File: src/sv/assert_macros.svh
// Concurrent assertion helpers; empty when SYNTH is defined.
`ifndef ASSERT_MACROS_SVH
`define ASSERT_MACROS_SVH
`ifndef SYNTH
`define ASSERT_IMP(label, clk, rst, ante, cons) \
  label: assert property (@(posedge clk) disable iff (rst) (ante) |-> (cons)) \
    else $error("assertion failed");
`define ASSERT_NXT(label, clk, rst, ante, cons) \
  label: assert property (@(posedge clk) disable iff (rst) (ante) |=> (cons)) \
    else $error("assertion failed");
`else
`define ASSERT_IMP(label, clk, rst, ante, cons)
`define ASSERT_NXT(label, clk, rst, ante, cons)
`endif
`endif

File: src/sv/sle_pkg.sv
package sle_pkg;

  typedef enum logic [2:0] {
    OP_APPEND   = 3'd0,
    OP_DELETE   = 3'd1,
    OP_READ     = 3'd2,
    OP_WRITE    = 3'd3,
    OP_FIND     = 3'd4,
    OP_CLEAR    = 3'd5,
    OP_RM_EQ    = 3'd6,
    OP_RM_RANGE = 3'd7
  } op_t;

  typedef enum logic [2:0] {
    ST_OK        = 3'd0,
    ST_FULL      = 3'd1,
    ST_EMPTY     = 3'd2,
    ST_RANGE     = 3'd3,
    ST_NOT_FOUND = 3'd4
  } status_t;

  localparam int QUEUE_DEPTH = 2;

  typedef struct packed {
    op_t                op;
    logic               walk;  // needs a pass over the stored entries
    logic [3:0]         position;
    logic signed [31:0] operand;
    logic signed [31:0] bound_high;
  } req_t;

endpackage

File: src/sv/sle_front.sv
module sle_front (
  input  logic               clk,
  input  logic               rst,
  input  logic               start,
  input  logic [2:0]         action,
  input  logic [3:0]         position,
  input  logic signed [31:0] operand,
  input  logic signed [31:0] bound_high,
  input  logic               q_full,
  output logic               busy,
  output logic               push,
  output sle_pkg::req_t      req
);
  import sle_pkg::*;

  logic  vld;
  logic  vld_next;
  logic  accept;
  op_t   op_dec;

  assign busy   = vld & q_full;
  assign push   = vld & ~q_full;
  assign accept = start & ~busy;
  assign op_dec = op_t'(action);

  always_comb begin
    vld_next = vld;
    if (accept) begin
      vld_next = 1'b1;
    end else if (push) begin
      vld_next = 1'b0;
    end
  end

  always_ff @(posedge clk) begin
    if (rst) begin
      vld <= 1'b0;
    end else begin
      vld <= vld_next;
    end
  end

  always_ff @(posedge clk) begin
    if (accept) begin
      req.op         <= op_dec;
      req.walk       <= (op_dec == OP_DELETE) || (op_dec == OP_FIND) ||
                        (op_dec == OP_RM_EQ)  || (op_dec == OP_RM_RANGE);
      req.position   <= position;
      req.operand    <= operand;
      req.bound_high <= bound_high;
    end
  end

endmodule

File: src/sv/sle_queue.sv
module sle_queue (
  input  logic          clk,
  input  logic          rst,
  input  logic          push,
  input  sle_pkg::req_t push_req,
  input  logic          pop,
  output sle_pkg::req_t head,
  output logic          empty,
  output logic          full
);
  import sle_pkg::*;

  localparam int QAW = (QUEUE_DEPTH > 1) ? $clog2(QUEUE_DEPTH) : 1;
  localparam int QCW = $clog2(QUEUE_DEPTH + 1);

  req_t           slot [QUEUE_DEPTH];
  logic [QAW-1:0] wp;
  logic [QAW-1:0] rp;
  logic [QCW-1:0] fill;
  logic           do_push;
  logic           do_pop;

  assign empty   = (fill == '0);
  assign full    = (fill == QCW'(QUEUE_DEPTH));
  assign do_push = push & ~full;
  assign do_pop  = pop & ~empty;
  assign head    = slot[rp];

  always_ff @(posedge clk) begin
    if (rst) begin
      wp   <= '0;
      rp   <= '0;
      fill <= '0;
    end else begin
      if (do_push) begin
        wp <= (wp == QAW'(QUEUE_DEPTH - 1)) ? '0 : wp + QAW'(1);
      end
      if (do_pop) begin
        rp <= (rp == QAW'(QUEUE_DEPTH - 1)) ? '0 : rp + QAW'(1);
      end
      case ({do_push, do_pop})
        2'b10:   fill <= fill + QCW'(1);
        2'b01:   fill <= fill - QCW'(1);
        default: fill <= fill;
      endcase
    end
  end

  always_ff @(posedge clk) begin
    if (do_push) begin
      slot[wp] <= push_req;
    end
  end

endmodule

File: src/sv/sle_back.sv
`include "assert_macros.svh"

module sle_back #(
  parameter int DEPTH = 16
) (
  input  logic               clk,
  input  logic               rst,
  input  logic               q_empty,
  input  sle_pkg::req_t      head,
  output logic               pop,
  output logic               done,
  output logic [2:0]         status,
  output logic signed [31:0] read_value,
  output logic [3:0]         found_index,
  output logic [4:0]         removed_count,
  output logic [4:0]         length
);
  import sle_pkg::*;

  localparam int CW   = $clog2(DEPTH + 1);
  localparam int AW   = (DEPTH > 1) ? $clog2(DEPTH) : 1;
  localparam int CMPW = (CW > 4) ? CW : 4;

  typedef enum logic [2:0] {
    S_IDLE = 3'b001,
    S_READ = 3'b010,
    S_WALK = 3'b100
  } state_t;

  state_t             state, state_next;
  req_t               cur, cur_next;
  logic [CW-1:0]      cnt, cnt_next;
  logic [CW-1:0]      rd_ptr, rd_ptr_next;
  logic [CW-1:0]      wr_ptr, wr_ptr_next;
  logic [CW-1:0]      pend_idx, pend_idx_next;
  logic               pend, pend_next;

  logic               done_next;
  status_t            status_r, status_next;
  logic signed [31:0] rval_next;
  logic [3:0]         fidx_next;
  logic [4:0]         rem_next;

  logic signed [31:0] mem [DEPTH];
  logic signed [31:0] rdata;
  logic               mem_we, mem_re;
  logic [AW-1:0]      waddr, raddr;
  logic signed [31:0] wdata;

  logic               head_in_range;
  logic               issue;
  logic               drop;

  assign head_in_range = CMPW'(head.position) < CMPW'(cnt);
  assign issue         = rd_ptr < cnt;

  always_comb begin
    case (cur.op)
      OP_DELETE:   drop = (pend_idx == CW'(cur.position));
      OP_RM_EQ:    drop = (rdata == cur.operand);
      OP_RM_RANGE: drop = (rdata > cur.operand) && (rdata < cur.bound_high);
      default:     drop = 1'b0;
    endcase
  end

  always_comb begin
    state_next    = state;
    cur_next      = cur;
    cnt_next      = cnt;
    rd_ptr_next   = rd_ptr;
    wr_ptr_next   = wr_ptr;
    pend_idx_next = pend_idx;
    pend_next     = pend;
    pop           = 1'b0;
    done_next     = 1'b0;
    status_next   = status_r;
    rval_next     = read_value;
    fidx_next     = found_index;
    rem_next      = removed_count;
    mem_we        = 1'b0;
    mem_re        = 1'b0;
    waddr         = '0;
    raddr         = '0;
    wdata         = head.operand;

    case (state)
      S_IDLE: begin
        if (!q_empty) begin
          pop         = 1'b1;
          cur_next    = head;
          status_next = ST_OK;
          rval_next   = '0;
          fidx_next   = '0;
          rem_next    = '0;
          if (head.walk) begin
            if (head.op == OP_DELETE && cnt == '0) begin
              done_next   = 1'b1;
              status_next = ST_EMPTY;
            end else if (head.op == OP_DELETE && !head_in_range) begin
              done_next   = 1'b1;
              status_next = ST_RANGE;
            end else begin
              state_next  = S_WALK;
              pend_next   = 1'b0;
              rd_ptr_next = (head.op == OP_DELETE) ? CW'(head.position) : '0;
              wr_ptr_next = (head.op == OP_DELETE) ? CW'(head.position) : '0;
            end
          end else begin
            case (head.op)
              OP_APPEND: begin
                done_next = 1'b1;
                if (cnt == CW'(DEPTH)) begin
                  status_next = ST_FULL;
                end else begin
                  mem_we   = 1'b1;
                  waddr    = cnt[AW-1:0];
                  cnt_next = cnt + CW'(1);
                end
              end
              OP_READ: begin
                if (!head_in_range) begin
                  done_next   = 1'b1;
                  status_next = ST_RANGE;
                end else begin
                  mem_re     = 1'b1;
                  raddr      = AW'(head.position);
                  state_next = S_READ;
                end
              end
              OP_WRITE: begin
                done_next = 1'b1;
                if (!head_in_range) begin
                  status_next = ST_RANGE;
                end else begin
                  mem_we = 1'b1;
                  waddr  = AW'(head.position);
                end
              end
              OP_CLEAR: begin
                done_next = 1'b1;
                cnt_next  = '0;
              end
              default: begin
                done_next = 1'b1;
              end
            endcase
          end
        end
      end
      S_READ: begin
        done_next  = 1'b1;
        rval_next  = rdata;
        state_next = S_IDLE;
      end
      S_WALK: begin
        pend_next = issue;
        if (issue) begin
          mem_re        = 1'b1;
          raddr         = rd_ptr[AW-1:0];
          rd_ptr_next   = rd_ptr + CW'(1);
          pend_idx_next = rd_ptr;
        end
        if (pend) begin
          if (cur.op == OP_FIND) begin
            if (rdata == cur.operand) begin
              done_next   = 1'b1;
              fidx_next   = 4'(pend_idx);
              state_next  = S_IDLE;
            end
          end else if (!drop) begin
            mem_we      = 1'b1;
            waddr       = wr_ptr[AW-1:0];
            wdata       = rdata;
            wr_ptr_next = wr_ptr + CW'(1);
          end
        end else if (!issue) begin
          done_next  = 1'b1;
          state_next = S_IDLE;
          if (cur.op == OP_FIND) begin
            status_next = ST_NOT_FOUND;
          end else begin
            cnt_next = wr_ptr;
            rem_next = 5'(cnt - wr_ptr);
          end
        end
      end
      default: begin
        state_next = S_IDLE;
      end
    endcase
  end

  always_ff @(posedge clk) begin
    if (rst) begin
      state <= S_IDLE;
      cnt   <= '0;
      done  <= 1'b0;
      pend  <= 1'b0;
    end else begin
      state <= state_next;
      cnt   <= cnt_next;
      done  <= done_next;
      pend  <= pend_next;
    end
  end

  always_ff @(posedge clk) begin
    cur           <= cur_next;
    rd_ptr        <= rd_ptr_next;
    wr_ptr        <= wr_ptr_next;
    pend_idx      <= pend_idx_next;
    status_r      <= status_next;
    read_value    <= rval_next;
    found_index   <= fidx_next;
    removed_count <= rem_next;
    if (done_next) begin
      length <= 5'(cnt_next);
    end
  end

  always_ff @(posedge clk) begin
    if (mem_we) begin
      mem[waddr] <= wdata;
    end
    if (mem_re) begin
      rdata <= mem[raddr];
    end
  end

  assign status = status_r;

  `ASSERT_IMP(a_cnt_bound, clk, rst, 1'b1, cnt <= CW'(DEPTH))
  `ASSERT_IMP(a_walk_order, clk, rst, state == S_WALK && mem_we, wr_ptr < rd_ptr)
  `ASSERT_IMP(a_done_idle, clk, rst, done, state == S_IDLE)
  `ASSERT_NXT(a_append_grow, clk, rst,
              state == S_IDLE && pop && head.op == OP_APPEND && cnt != CW'(DEPTH),
              cnt == $past(cnt) + CW'(1))

endmodule

File: src/sv/sequential_list_engine.sv
// Channel   Handshake         Fields
// request   start / busy      action, position, operand, bound_high
// result    done (strobe)     status, read_value, found_index, removed_count, length
//
// Append, write, clear and rejected requests: start is registered in the front register,
// queued, and done is set from S_IDLE. Read: done comes from S_READ; the entry memory has
// a registered read port. Delete, find, remove: a walk in S_WALK from the start index,
// one entry per cycle through the entry memory, find stops at its first match.
// rst (synchronous) empties the list and the request queue; entries stay unset.
// busy while the two-entry queue and the front register are full; done is never held off.
module sequential_list_engine #(
  parameter int DEPTH = 16
) (
  input  logic               clk,
  input  logic               rst,
  input  logic               start,
  output logic               busy,
  input  logic [2:0]         action,
  input  logic [3:0]         position,
  input  logic signed [31:0] operand,
  input  logic signed [31:0] bound_high,
  output logic               done,
  output logic [2:0]         status,
  output logic signed [31:0] read_value,
  output logic [3:0]         found_index,
  output logic [4:0]         removed_count,
  output logic [4:0]         length
);
  import sle_pkg::*;

  req_t front_req;
  req_t head;
  logic push;
  logic pop;
  logic q_full;
  logic q_empty;

  sle_front u_front (
    .clk        (clk),
    .rst        (rst),
    .start      (start),
    .action     (action),
    .position   (position),
    .operand    (operand),
    .bound_high (bound_high),
    .q_full     (q_full),
    .busy       (busy),
    .push       (push),
    .req        (front_req)
  );

  sle_queue u_queue (
    .clk      (clk),
    .rst      (rst),
    .push     (push),
    .push_req (front_req),
    .pop      (pop),
    .head     (head),
    .empty    (q_empty),
    .full     (q_full)
  );

  sle_back #(
    .DEPTH (DEPTH)
  ) u_back (
    .clk           (clk),
    .rst           (rst),
    .q_empty       (q_empty),
    .head          (head),
    .pop           (pop),
    .done          (done),
    .status        (status),
    .read_value    (read_value),
    .found_index   (found_index),
    .removed_count (removed_count),
    .length        (length)
  );

endmodule

File: config.mk
export PLATFORM = sky130hd
export DESIGN_NAME = sequential_list_engine
export DESIGN_NICKNAME = d
export VERILOG_FILES = /design/src/sv/sle_pkg.sv /design/src/sv/sle_front.sv /design/src/sv/sle_queue.sv /design/src/sv/sle_back.sv /design/src/sv/sequential_list_engine.sv
export VERILOG_INCLUDE_DIRS = /design/src /design/src/sv
export SDC_FILE = /design/constraint.sdc
export NUM_CORES = 1
export LEC_CHECK = 0
export BUFFER_PORTS_ARGS = -buffer_cell sky130_fd_sc_hd__buf_2
export CAP_MARGIN = 25
export CORE_ASPECT_RATIO = 1.5
export CORE_MARGIN = 1
export CORE_UTILIZATION = 53
export CTS_CLUSTER_SIZE = 24
export DETAILED_ROUTE_END_ITERATION = 8
export GPL_TIMING_DRIVEN = 0
export PLACE_DENSITY = 0.7
export SYNTH_ARGS = -nofsm -noshare
export SYNTH_HDL_FRONTEND = slang
export SYNTH_HIERARCHICAL = 1
export SYNTH_SLANG_ARGS = --single-unit
export TNS_END_PERCENT = 20
File: constraint.sdc
create_clock -name clk -period 15.5 [get_ports clk]
set_input_delay 0.775 -clock clk [delete_from_list [all_inputs] [get_ports clk]]
set_output_delay 0.775 -clock clk [all_outputs]
set_load 0.02 [all_outputs]
Word level (Yosys, flattened, before mapping)
Memory sizes are Yosys's and may differ from the RTL's. A register that Yosys moved wholly into a read port is not among the register bits.
Index checks and enable logic that the tools add are counted.
W data, S select, Z words.
{"block": "totals", "reg_bits": 222, "ramBits": 656, "inputBits": 74, "output_inout_bits": 51, "wordCells": 227, "n_memories": 2}
{"memory": "u_back.mem", "words": 16, "width": 32, "rd": 1, "rd_clocked_by_memory_dff": 1, "write_ports": 1, "line": "sle_back.sv:44", "rtl": "logic signed [31:0] mem [DEPTH];"}
{"memory": "u_queue.slot", "words": 2, "width": 72, "rd": 1, "rd_clocked_by_memory_dff": 1, "write_ports": 1, "line": "sle_queue.sv:16", "rtl": "req_t slot [QUEUE_DEPTH];"}
{"block": "op_classes", "n_addsub": 8, "magnitude_cmp": 4, "eq_ne": 40, "mux": 115, "bitwise": 8, "reduce_logical": 25}
{"operator": "$mux W32", "count": 5}
{"operator": "$mux W5", "count": 18}
{"operator": "$mux W4", "count": 16}
{"operator": "$pmux W32 S2", "count": 1}
{"operator": "$pmux W5 S2", "count": 5}
{"operator": "$mux W3", "count": 16}
{"operator": "$mux W1", "count": 38}
{"operator": "$eq A32 B32 Y1", "count": 1}
{"operator": "$gt A32 B32 Y1", "count": 1}
{"operator": "$lt A32 B32 Y1", "count": 1}
{"operator": "$pmux W4 S2", "count": 4}
{"operator": "$eq A3 B3 Y1 const B", "count": 8}
{"operator": "$reduce_and A5 Y1", "count": 4}
{"operator": "$pmux W3 S2", "count": 3}
{"operator": "$reduce_and A8 Y1", "count": 2}
{"operator": "$add A5 B1 Y5 const B", "count": 3}
{"operator": "$ne A2 B2 Y1 const B", "count": 7}
{"operator": "$eq A3 B1 Y1 const B", "count": 4}
{"operator": "$ne A3 B3 Y1 const B", "count": 4}
{"operator": "$ne A2 B1 Y1 const B", "count": 5}
{"operator": "$eq A3 B2 Y1 const B", "count": 3}
{"operator": "$pmux W1 S2", "count": 4}
{"operator": "$reduce_bool A2 Y1", "count": 4}
{"operator": "$ne A3 B2 Y1 const B", "count": 2}
{"operator": "other kinds (25)", "count": 41}

Logic depth before layout (Yosys ltp)
Gate-level depths: netlist of the first run.
{"block": "depth", "word_depth": 9, "ltp_mapped": 14, "mapped_depth_nobuf": 10}

Hierarchy
Netlist of the first run, hierarchy kept.
{"module": "sle_back", "n_inst": 1, "cells_each": 2030, "area_per_inst_um2": 29607.1, "seq_area_each_um2": 20589.7}
{"module": "sle_queue", "n_inst": 1, "cells_each": 250, "area_per_inst_um2": 5398.9, "seq_area_each_um2": 4424.2}
{"module": "sle_front", "n_inst": 1, "cells_each": 80, "area_per_inst_um2": 2239.6, "seq_area_each_um2": 2182.1}

Least setup slack after synthesis of the first run
OpenSTA, ideal clock, no wires.
{"block": "synth_path", "path_type": "register to register", "startpoint": "reg with a tool-made name", "endpoint": "mem u_back.mem[10][0], enable pin", "setup_time_ns": 0.513, "t_arrival_ns": 5.973, "required_time_ns": 14.987, "path_slack_ns": 9.014, "path_stages_with_launch": 12, "path_buffers": 3, "synth_period_minus_slack_ns": 6.486, "path_cell_list": "dfxtp_1 buf_2 buf_2 mux2_2 ha_1 a21o_1 a211o_1 clkbuf_1 a211oi_1 o21a_1 a21oi_1 nor4b_1"}
{"item": "end, declared", "line": "sle_back.sv:44"}

Final worst setup path of the first run
{"block": "layout_path", "startpoint": "reg u_back.rdata[27] (read register of u_back.mem)", "endpoint": "mem u_back.mem[6][5], enable pin"}
{"block": "layout_via", "elab_chain_len": 9, "elab_cells_between_ends": 15, "classes_between": "2 x order compare; 1 x eq/ne; 11 x mux; 1 x reduce/logical"}
{"item": "start, declared", "line": "sle_back.sv:45", "rtl": "logic signed [31:0] rdata;"}
{"item": "$gt A32 B32 Y1 / $lt A32 B32 Y1 (equally long branches)", "line": "sle_back.sv:61", "rtl": "OP_RM_RANGE: drop = (rdata > cur.operand) && (rdata < cur.bound_high);"}
{"item": "$logic_and A1 B1 Y1", "line": "sle_back.sv:61"}
{"item": "$pmux W1 S3 *", "line": "sle_back.sv:58", "rtl": "case (cur.op)"}
{"item": "$mux W1", "line": "sle_back.sv:170", "rtl": "end else if (!drop) begin"}
{"item": "$mux W1", "line": "sle_back.sv:164", "rtl": "if (cur.op == OP_FIND) begin"}
{"item": "$mux W1", "line": "sle_back.sv:163", "rtl": "if (pend) begin"}
{"item": "$pmux W1 S2", "line": "sle_back.sv:86", "rtl": "case (state)"}
{"item": "$mux W1", "line": "sle_back.sv:222", "rtl": "if (mem_we) begin"}
{"item": "$mux W1 (not written as such)", "line": "sle_back.sv:223", "rtl": "mem[waddr] <= wdata;"}
Every way passes the cells marked *; elsewhere a longest branch is shown, timed or not.

==> impl_metrics.toml, run 1 <==
[worst_setup_path]
r2r_slack_ns = 9.53
crit_path_end_kind = "register"
crit_fanout = 10
required_ns = 15.84
cp-start-kind = "register"
cp.arrival_ns = 6.31
critical_path_class = "reg -> reg"

[placed_design]
placed_cells = 3426
port_buffers = 124
routabilityCongestion = 0.920
placed_area_um2 = 39700
place.detailed.hpwl_um = 64400

[die]
start_util_pct = 53.8
io_pins = 125
die_w_um = 218
coreArea_um2 = 69200
die_area_um2 = 71400
rows = 118
die_h_um = 327

[clock_network]
cts_resized = 0
clockRootBuffer = "clkbuf_16"
clkSinkCount = 911
clk_path_buf_depth = 3
cts_tree = "yes"
clk-insertion-delay-late_ns = 0.65
cts_buffers = 80
cts_hold_buf = 0
postCtsSetupRepairBufs = 0
htree_levels = 3
clkTransAtPathRegs_ns = 0.06

[yosys]
synth_cell_types = 78
yosys.area_share.xor_xnor_pct = 0.470
synth_top_flop_cell = "edfxtp_1"
synth_top_area_share_pct = 72.2
synth_top_family_by_area = "compound AO/OA/AOI/OAI gates"
yosysMostFrequentCell = "edfxtp_1"
yosys.area_share.simple_pct = 5.93
ys_seq_area_share_pct = 73.0
synth_mux_area_share_pct = 7.02
synth_fp_nets = 2515
synth_edf_count = 895
synth_area_per_cell_um2 = 15.8
netlist_top_cells_count = "895 x edfxtp_1, 213 x nand3_1, 144 x a21oi_1"
mappedNetlistArea_um2 = 37200
synth_adder_area_share_pct = 2.74
yosys.area.top_type = "edfxtp_1"
ys_warn_count = 6
async_reset_ff_share_pct = 0
ys_ff_latch = 911
synth-compound-area-share_pct = 8.51
synth.area.top_cells = "edfxtp_1 72%, mux2_2 4.1%, nand3_1 2.9%"
synthCells = 2360

[run]
drv_cap = 0

[cells_and_area]
drive_gt1_share_pct = 19.8
diodes = 0
nNetsFinal = 2763
syn2layout_area_growth_pct = 13.8
fillers = 4970
final_cell_area_um2 = 42400
finish.utilization_pct = 61.2
finalNonFillerCells = 3572

[power_and_ir_drop]
pwr-share-clk_pct = 35.8
share_comb_of_total_power_pct = 11.6
powerDensity_nw_per_um2 = 136
p_sw_mw = 1.40
internal_power_mw = 4.37
power_frac_seq_pct = 52.6
power_mw = 5.77
p_leak_nw = 15.0
swShare_pct = 24.2
max-vdd-ir-drop_mv = 0.126

[detailed_routing]
drt-initial-drc-count = 2448
drtPass1Iterations = 6
wl_per_cell_um = 25.6
post-route-drc-count = 0
finalWirelength_um = 91500
via_per_inst = 6.11
postRouteAntennaNets = 0
num_vias = 21800

[timing]
setup_violations = 0
rsz0062_at_grt = "no"
setup-tns-final_ns = 0
slew_viol_final = 0
relSlewSlack_pct = 25.8
tightest_slew_ns = 1.11
hold_viol_final = 0
fin_crit_ns = 5.97
max_clock_freq_mhz = 168
clock_skew_ns = 0.0367
fin_crit_sh_pct = 38.5

[global_route]
first_global_vias = 22300
grt_max_degree = 80
overflow = 0
grtUsageTotal_pct = 25.8
grt_first_pass_wirelength_um = 136000
grt_antenna_before_repair = 2

[run_status]
status = "finished, final reports clean"

[min_path]
min_path_type = "in -> reg"
## per-layer routing
| layer | GRT usage [%] | vias to the layer above | wire length, um |
|---|---|---|---|
| li1 | - | 9716 | - |
| met1 | 30.6 | 10900 | 33500 |
| met2 | 45.8 | 932 | 47700 |
| met3 | 3.84 | 224 | 6240 |
| met4 | 12.2 | 2 | 3990 |
| met5 | 0 | - | 13 |
## cell families (layout without fill, tap and decap cells)
group,count (synthesis),count (layout)
adder cells (fa/ha/maj),81,81
XOR/XNOR,20,20
buffers and inverters,217,529
AND/OR/NAND/NOR,420,420
flip-flops,911,911
AO/OA/AOI/OAI,481,481
multiplexers,230,230
## final cells by class
cell class / instances / area, um^2 / area share [%]
Timing Repair Buffer: 166 / 1210 / 2.86
Sequential cell: 911 / 27200 / 64.1
Clock buffer: 102 / 2200 / 5.19
Buffer: 129 / 529 / 1.25
Inverter: 88 / 338 / 0.797
Multi-Input combinational cell: 1232 / 9280 / 21.9
Tap cell: 900 / 1130 / 2.66
Clock inverter: 44 / 520 / 1.23
## power by group through the flow
stage / clock network [mW] / registers (mW) / logic [mW]
6_report: 2.06 / 3.03 / 0.668
5_1_grt: 2.18 / 3.05 / 0.724
4_1_cts: 2.10 / 3.03 / 0.669
3_5_place_dp: 0 / 3.09 / 0.665
3_3_place_gp: 0 / 3.09 / 0.627
2_1_floorplan: 0 / 3.12 / 0.372
## flip-flops by register name, summed over array words and instances, names as in the netlist, 32 cells and up, named ones only
| register | flops |
|---|---|
| u_back/cur | 71 |
| u_back/mem | 512 |
| u_back/rdata | 32 |
| u_back/read_value | 32 |
| u_front/req | 72 |
| u_queue/slot | 144 |
## worst paths after layout
| check | start | to | depth (start not counted) |
|---|---|---|---|
| setup / recovery | u_back/rdata[27] | u_back/mem[6][5] | 13 |
| hold / removal | bound_high[3] | u_front/req[3] | 1 |
| setup reg to reg | u_back/rdata[27] | u_back/mem[6][5] | 13 |
| hold reg to reg | u_front/req[70] | u_queue/slot[0][70] | 0 |
## critical path, cell delays in order, from the launching register on
cell and delay [ns]:
edfxtp_1 0.52, ha_1 0.38, nand4_1 0.27, nor4_1 0.92
and3_1 0.50, nor3b_1 0.10, inv_1 0.10, o31a_1 0.19
clkbuf_1 0.56, a21oi_1 0.39, nor4b_2 0.97, buf_4 0.33
buf_4 0.21, buf_4 0.21
## metrics by stage
| stage | hold WS (ns) | setup WS (ns) |
|---|---|---|
| global route | 0.302 | 9.41 |
| detailed placement | 0.430 | 9.39 |
| CTS | 0.283 | 9.37 |
| finish | 0.310 | 9.53 |
| global placement | 0.425 | 4.75 |
| floorplan | 0.421 | 9.01 |
## cell usage in the layout (no fill, tap or decap), types with 32 or more instances in the layout
| cell type | count |
|---|---|
| nor2_1 | 45 |
| nand2_1 | 39 |
| o21ai_0 | 119 |
| mux2i_1 | 64 |
| nand3_1 | 213 |
| clkbuf_16 | 85 |
| o21ai_1 | 38 |
| mux2_2 | 134 |
| a21oi_1 | 144 |
| o22a_1 | 32 |
| inv_1 | 85 |
| edfxtp_1 | 895 |
| o211ai_1 | 38 |
| buf_2 | 144 |
| and2_1 | 40 |
| ha_1 | 80 |
| clkbuf_1 | 107 |
Note: power is estimated with default switching activity, not from simulation.
==> inputs of run 2 (changes only) <==
ABC_AREA = 1   (was unset)
clock period = 6.1 ns   (was 15.5 ns; I/O delays follow)
==> impl_metrics.toml, run 2 <==
[timing]
rsz0062_at_grt = "no"
setup_violations = 0
fin_crit_ns = 4.41
tightest_slew_ns = 1.06
fin_crit_sh_pct = 72.3
slew_viol_final = 0
hold_viol_final = 0
relSlewSlack_pct = 28.7
max_clock_freq_mhz = 227
clock_skew_ns = 0.0254

[die]
die_w_um = 219
rows = 119
io_pins = 125
die_h_um = 328
coreArea_um2 = 70100
die_area_um2 = 72000
start_util_pct = 53.6

[yosys]
synth_mux_area_share_pct = 2.85
synth_fp_nets = 2943
synth_adder_area_share_pct = 2.71
synth_edf_count = 895
netlist_top_cells_count = "895 x edfxtp_1, 272 x a21oi_1, 261 x inv_1"
ys_ff_latch = 911
synth_top_family_by_area = "compound AO/OA/AOI/OAI gates"
yosys.area.top_type = "edfxtp_1"
synth_top_flop_cell = "edfxtp_1"
ys_warn_count = 6
mappedNetlistArea_um2 = 37600
synth-compound-area-share_pct = 10.6
yosys.area_share.simple_pct = 6.63
synth_area_per_cell_um2 = 13.5
synth_top_area_share_pct = 71.5
synthCells = 2788
synth_cell_types = 45
yosys.area_share.xor_xnor_pct = 0.163
ys_seq_area_share_pct = 72.3
yosysMostFrequentCell = "edfxtp_1"
async_reset_ff_share_pct = 0
synth.area.top_cells = "edfxtp_1 71%, a21oi_1 3.6%, o21ai_0 3.2%"

[clock_network]
cts_buffers = 78
cts_tree = "yes"
clk_path_buf_depth = 3
clockRootBuffer = "clkbuf_16"
clkSinkCount = 911
clk-insertion-delay-late_ns = 0.64
htree_levels = 3
clkTransAtPathRegs_ns = 0.06

[detailed_routing]
wl_per_cell_um = 24.4
maxUsedRoutingLayer = "met5"
dr_wl_met3_um = 7580
num_vias = 24200
dr_wl_met2_um = 52400
drt-initial-drc-count = 2500
drtPass1Iterations = 6
postRouteAntennaNets = 0
via_per_inst = 5.91
post-route-drc-count = 0
drt-met1-wl_um = 33600
finalWirelength_um = 99600

[worst_setup_path]
cp_cell_sequence = "buf_6 -> buf_12 -> mux2_4 -> ha_1 -> a21oi_1 -> o21a_1 -> nand2_2 -> nor3_4 -> nand3_2 -> nand2_1 -> buf_2 -> clkbuf_1 -> o21ai_0 -> o211ai_1 -> nand3_1 -> nand2_1"
crit_path_end_kind = "register"
path_buf_inv = 4
crit_fanout = 10
cp-start-kind = "register"
worst-r2r-cell-count = 16
rr_endpoint = "u_back/rdata[6]"
r2r_slack_ns = 1.69
cp.arrival_ns = 4.87
critical_path_class = "reg -> reg"
cpLargestDelayFamily = "buffers and inverters"
crit_cells = 16
cp_common_cell = "nand2_1"
cpMaxStageDelayCell = "clkbuf_1"
cpPeakStageDelay_ns = 0.60
required_ns = 6.56

[cells_and_area]
drive_gt1_share_pct = 15.0
final_cell_area_um2 = 43400
final_cell_mix = "895 x edfxtp_1, 272 x a21oi_1, 260 x inv_1"
largest_register_ff_count = 512
mostFrequentLayoutCell = "edfxtp_1"
reg.largest.list = "u_back/mem x512, u_queue/slot x144, u_front/req x72"
nNetsFinal = 3275
syn2layout_area_growth_pct = 15.5
diodes = 0
largest-register = "u_back/mem"

[placed_design]
place.detailed.hpwl_um = 69900
port_buffers = 124
routabilityCongestion = 0.925
placed_area_um2 = 40200

[global_route]
overflow = 0
grtUsageTotal_pct = 28.0
grt_first_pass_wirelength_um = 147000
first_global_vias = 24900
grt_max_degree = 61
grt_antenna_before_repair = 2

[power_and_ir_drop]
max-vdd-ir-drop_mv = 0.335
powerDensity_nw_per_um2 = 312
p_leak_nw = 15.7
power_mw = 13.5

[min_path]
hold_end = "u_back/cnt[4]"
min_path_type = "in -> reg"
worstHoldStart = "rst"
hold_path_depth = 2

[run]
drv_cap = 0

[run_status]
status = "finished, final reports clean"
run 2: cell types whose count changed in the layout (fill, tap and decap cells not counted), moves of 73 or more:
cell,previous run,this run
nand2_1,39,240
dlygate4sd3_1,0,73
o211ai_1,38,134
inv_1,85,260
o21ai_0,119,217
mux2_2,134,2
nor2_1,45,166
nand3_1,213,129
a21oi_1,144,272
run 2: area by class of cell:
| type | count | area (um^2) |
|---|---|---|
| fillers | 5042 | 26700 |
| well taps | 907 | 1130 |
| plain buffers | 142 | 772 |
| inverters | 268 | 1010 |
| clock inverters | 41 | 335 |
| flip-flops and latches | 911 | 27200 |
| clock buffers | 96 | 2060 |
| repair buffers | 252 | 2140 |
| multi-input cells | 1467 | 8780 |
run 2: metal layers:
metal  vias to the layer above  global-route usage, %
li1                      10800                      -
met1                     11700                   30.4
met2                      1231                   50.5
met3                       349                   4.73
met4                         4                   17.3
met5                         -                      0
run 2: what timing repair did:
item	in CTS	in global routing
hold endpoints to repair	72	0
hold buffers	73	0
endpoints found under the setup margin	0	0
gates resized for setup	0	0
buffers inserted	0	0
run 2: kinds of logic after synthesis:
family	count (synthesis)
flops	911
compound gates	717
simple gates	590
xor+xnor	7
buf+inv	410
mux	72
fa+ha+maj	81
run 2: worst max path at each step:
stage | startpoint | slack [ns] | to
4_1_cts | u_back/rdata[10] | 1.73 | u_back/mem[0][17]
2_1_floorplan | u_queue/fill[0] | 1.78 | u_queue/slot[0][0]
6_report | register | 1.69 | u_back/rdata[6]
5_1_grt | register | 1.59 | u_back/rdata[6]
3_5_place_dp | u_back/rdata[10] | 1.75 | u_back/mem[0][17]
3_3_place_gp | u_back/state[0] | -0.59 | u_back/rdata[11]
run 2: power breakdown:
group | internal, mW | switching [mW] | total, mW | leakage, nW
sequential | 7.32 | 0.127 | 7.44 | 8.31
clock | 2.58 | 2.17 | 4.75 | 1.15
combinational | 0.462 | 0.880 | 1.34 | 6.20
total | 10.4 | 3.18 | 13.5 | 15.7
run 2: per-stage QoR:
stage	worst slack (ns)	std cells	util (%)	TNS, ns	hold slack (ns)
2_1_floorplan	1.78	2788	-	0	0.367
3_3_place_gp	-0.592	3819	56.1	-27.74	0.423
3_5_place_dp	1.75	3870	57.4	0	0.430
4_1_cts	1.73	4080	61.9	0	0.00881
5_1_grt	1.59	4084	61.9	0	0.0419
6_report	1.69	4084	61.9	0	0.0318
==> inputs of run 3 (changes only) <==
PLACE_DENSITY = 0.72   (was 0.7)
clock period = 3.9 ns   (was 6.1 ns; I/O delays follow)
==> impl_metrics.toml, run 3 (synthesis gave the netlist of run 2 again) <==
[run_status]
status = "finished, final reports clean"

[clock_network]
clockRootBuffer = "clkbuf_16"
clkSinkCount = 911
clk_path_buf_depth = 3
cts_buffers = 77
htree_levels = 3
cts_tree = "yes"
clk-insertion-delay-late_ns = 0.65
clkTransAtPathRegs_ns = 0.07

[timing]
tightest_slew_ns = 0.987
slew_viol_final = 0
setup_violations = 0
setup-tns-final_ns = 0
fin_crit_ns = 3.88
hold_viol_final = 0
relSlewSlack_pct = 34.2
final.setup.worst_slack_ns = 0.0201
rsz0062_at_grt = "yes"
max_clock_freq_mhz = 258
clock_skew_ns = 0.0333
fin_crit_sh_pct = 99.5

[detailed_routing]
drtPass1Iterations = 8
wl_per_cell_um = 24.9
via_per_inst = 6.01
drt-initial-drc-count = 2840
finalWirelength_um = 102000
num_vias = 24700
post-route-drc-count = 0
postRouteAntennaNets = 0

[global_route]
first_global_vias = 25100
overflow = 0
grt_max_degree = 73
grtUsageTotal_pct = 28.3
grt_antenna_before_repair = 2
grt_first_pass_wirelength_um = 149000

[power_and_ir_drop]
powerDensity_nw_per_um2 = 484
max-vdd-ir-drop_mv = 0.503
p_leak_nw = 16.0

[placed_design]
port_buffers = 124
pre_cts_ws_ns = -0.554
routabilityCongestion = 0.918
placed_area_um2 = 40200
place.detailed.hpwl_um = 69200

[cells_and_area]
final_cell_area_um2 = 44300
drive_gt1_share_pct = 17.8
syn2layout_area_growth_pct = 17.8
reg.largest.list = "u_back/mem x512, u_queue/slot x144, u_front/req x72"
nNetsFinal = 3296
mostFrequentLayoutCell = "edfxtp_1"
finish.utilization_pct = 63.2
largest_register_ff_count = 512
final_cell_mix = "895 x edfxtp_1, 269 x a21oi_1, 260 x inv_1"
largest-register = "u_back/mem"

[die]
die_w_um = 219
rows = 119
start_util_pct = 53.6
die_h_um = 328
coreArea_um2 = 70100
die_area_um2 = 72000
io_pins = 125

[min_path]
worstHoldStart = "bound_high[22]"
hold_path_depth = 2
hold_end = "u_front/req[22]"
min_path_type = "in -> reg"

[worst_setup_path]
crit_fanout = 10
cp-start-kind = "register"
r2r_slack_ns = 0.02
worst-r2r-cell-count = 15
cp.arrival_ns = 4.23
critical_path_class = "reg -> reg"
crit_path_end_kind = "register"
required_ns = 4.25
rr_endpoint = "u_back/rdata[28]"

[run]
drv_cap = 0
[run 3: per-stage QoR]
step,instances,hold slack (ns),total power [mW]
after floorplan,2788,0.257,13.0
after global placement,3819,0.371,13.7
after detailed placement,3873,0.373,13.8
after CTS,4093,0.228,21.4
after global routing,4106,0.240,22.0
final,4107,0.253,21.5
[run 3: metal layers]
metal / share of wire [%] / track usage [%] / wire [um]
met4: 5.6 / 16.5 / 5710
met1: 33 / 30.9 / 34100
met2: 53 / 51.2 / 53900
met3: 8.2 / 4.91 / 8420
met5: 0.012 / 0 / 12
[run 3: layout make-up]
| type | instances | area, um^2 |
|---|---|---|
| Timing Repair Buffer | 274 | 2440 |
| Multi-Input combinational cell | 1467 | 8970 |
| Clock inverter | 41 | 394 |
| Inverter | 268 | 1010 |
| Clock buffer | 96 | 2080 |
| Fill cell | 4900 | 25800 |
| Sequential cell | 911 | 27200 |
| Buffer | 142 | 1080 |
| Tap cell | 907 | 1130 |
| Antenna cell | 1 | 2.50 |
[run 3: worst max path at each step]
stage,depth (start not counted),endpoint,startpoint,slack (ns)
final,15,u_back/rdata[28],register,0.02
after global routing,18,u_back/mem[0][9],u_back/rdata[11],-0.06
after CTS,14,u_back/mem[10][7],register,-0.15
after detailed placement,19,u_back/mem[12][10],u_back/rdata[11],-0.55
after global placement,18,u_back/mem[8][9],u_back/rdata[11],-2.40
after floorplan,13,u_back/mem[2][0],register,-0.21
[run 3: timing repair]
item | in CTS | in global routing
resized for setup | 88 | 104
cloned | 0 | 1
hold buffers | 74 | 0
pin swaps | 9 | 12
buffers inserted | 9 | 12
endpoints found under the setup margin | 772 | 454
hold endpoints to repair | 78 | 0
[run 3: power breakdown]
part	leakage, nW	switching, mW	total (mW)	internal, mW
combinational	6.51	1.40	2.13	0.733
clock	1.19	3.47	7.69	4.21
sequential	8.32	0.193	11.6	11.4
[run 3: worst max-delay path, cell delays in order, from the launching register on]
cell and delay [ns]:
dfxtp_2 0.36, buf_12 0.17, buf_12 0.16, mux2_4 0.36
ha_1 0.32, a21oi_1 0.13, o21a_1 0.14, nand2_2 0.12
nor3_4 0.27, nand2_4 0.13, o21ai_2 0.29, buf_4 0.29
buf_2 0.34, o211ai_1 0.20, nand3_1 0.12, nand2_1 0.14
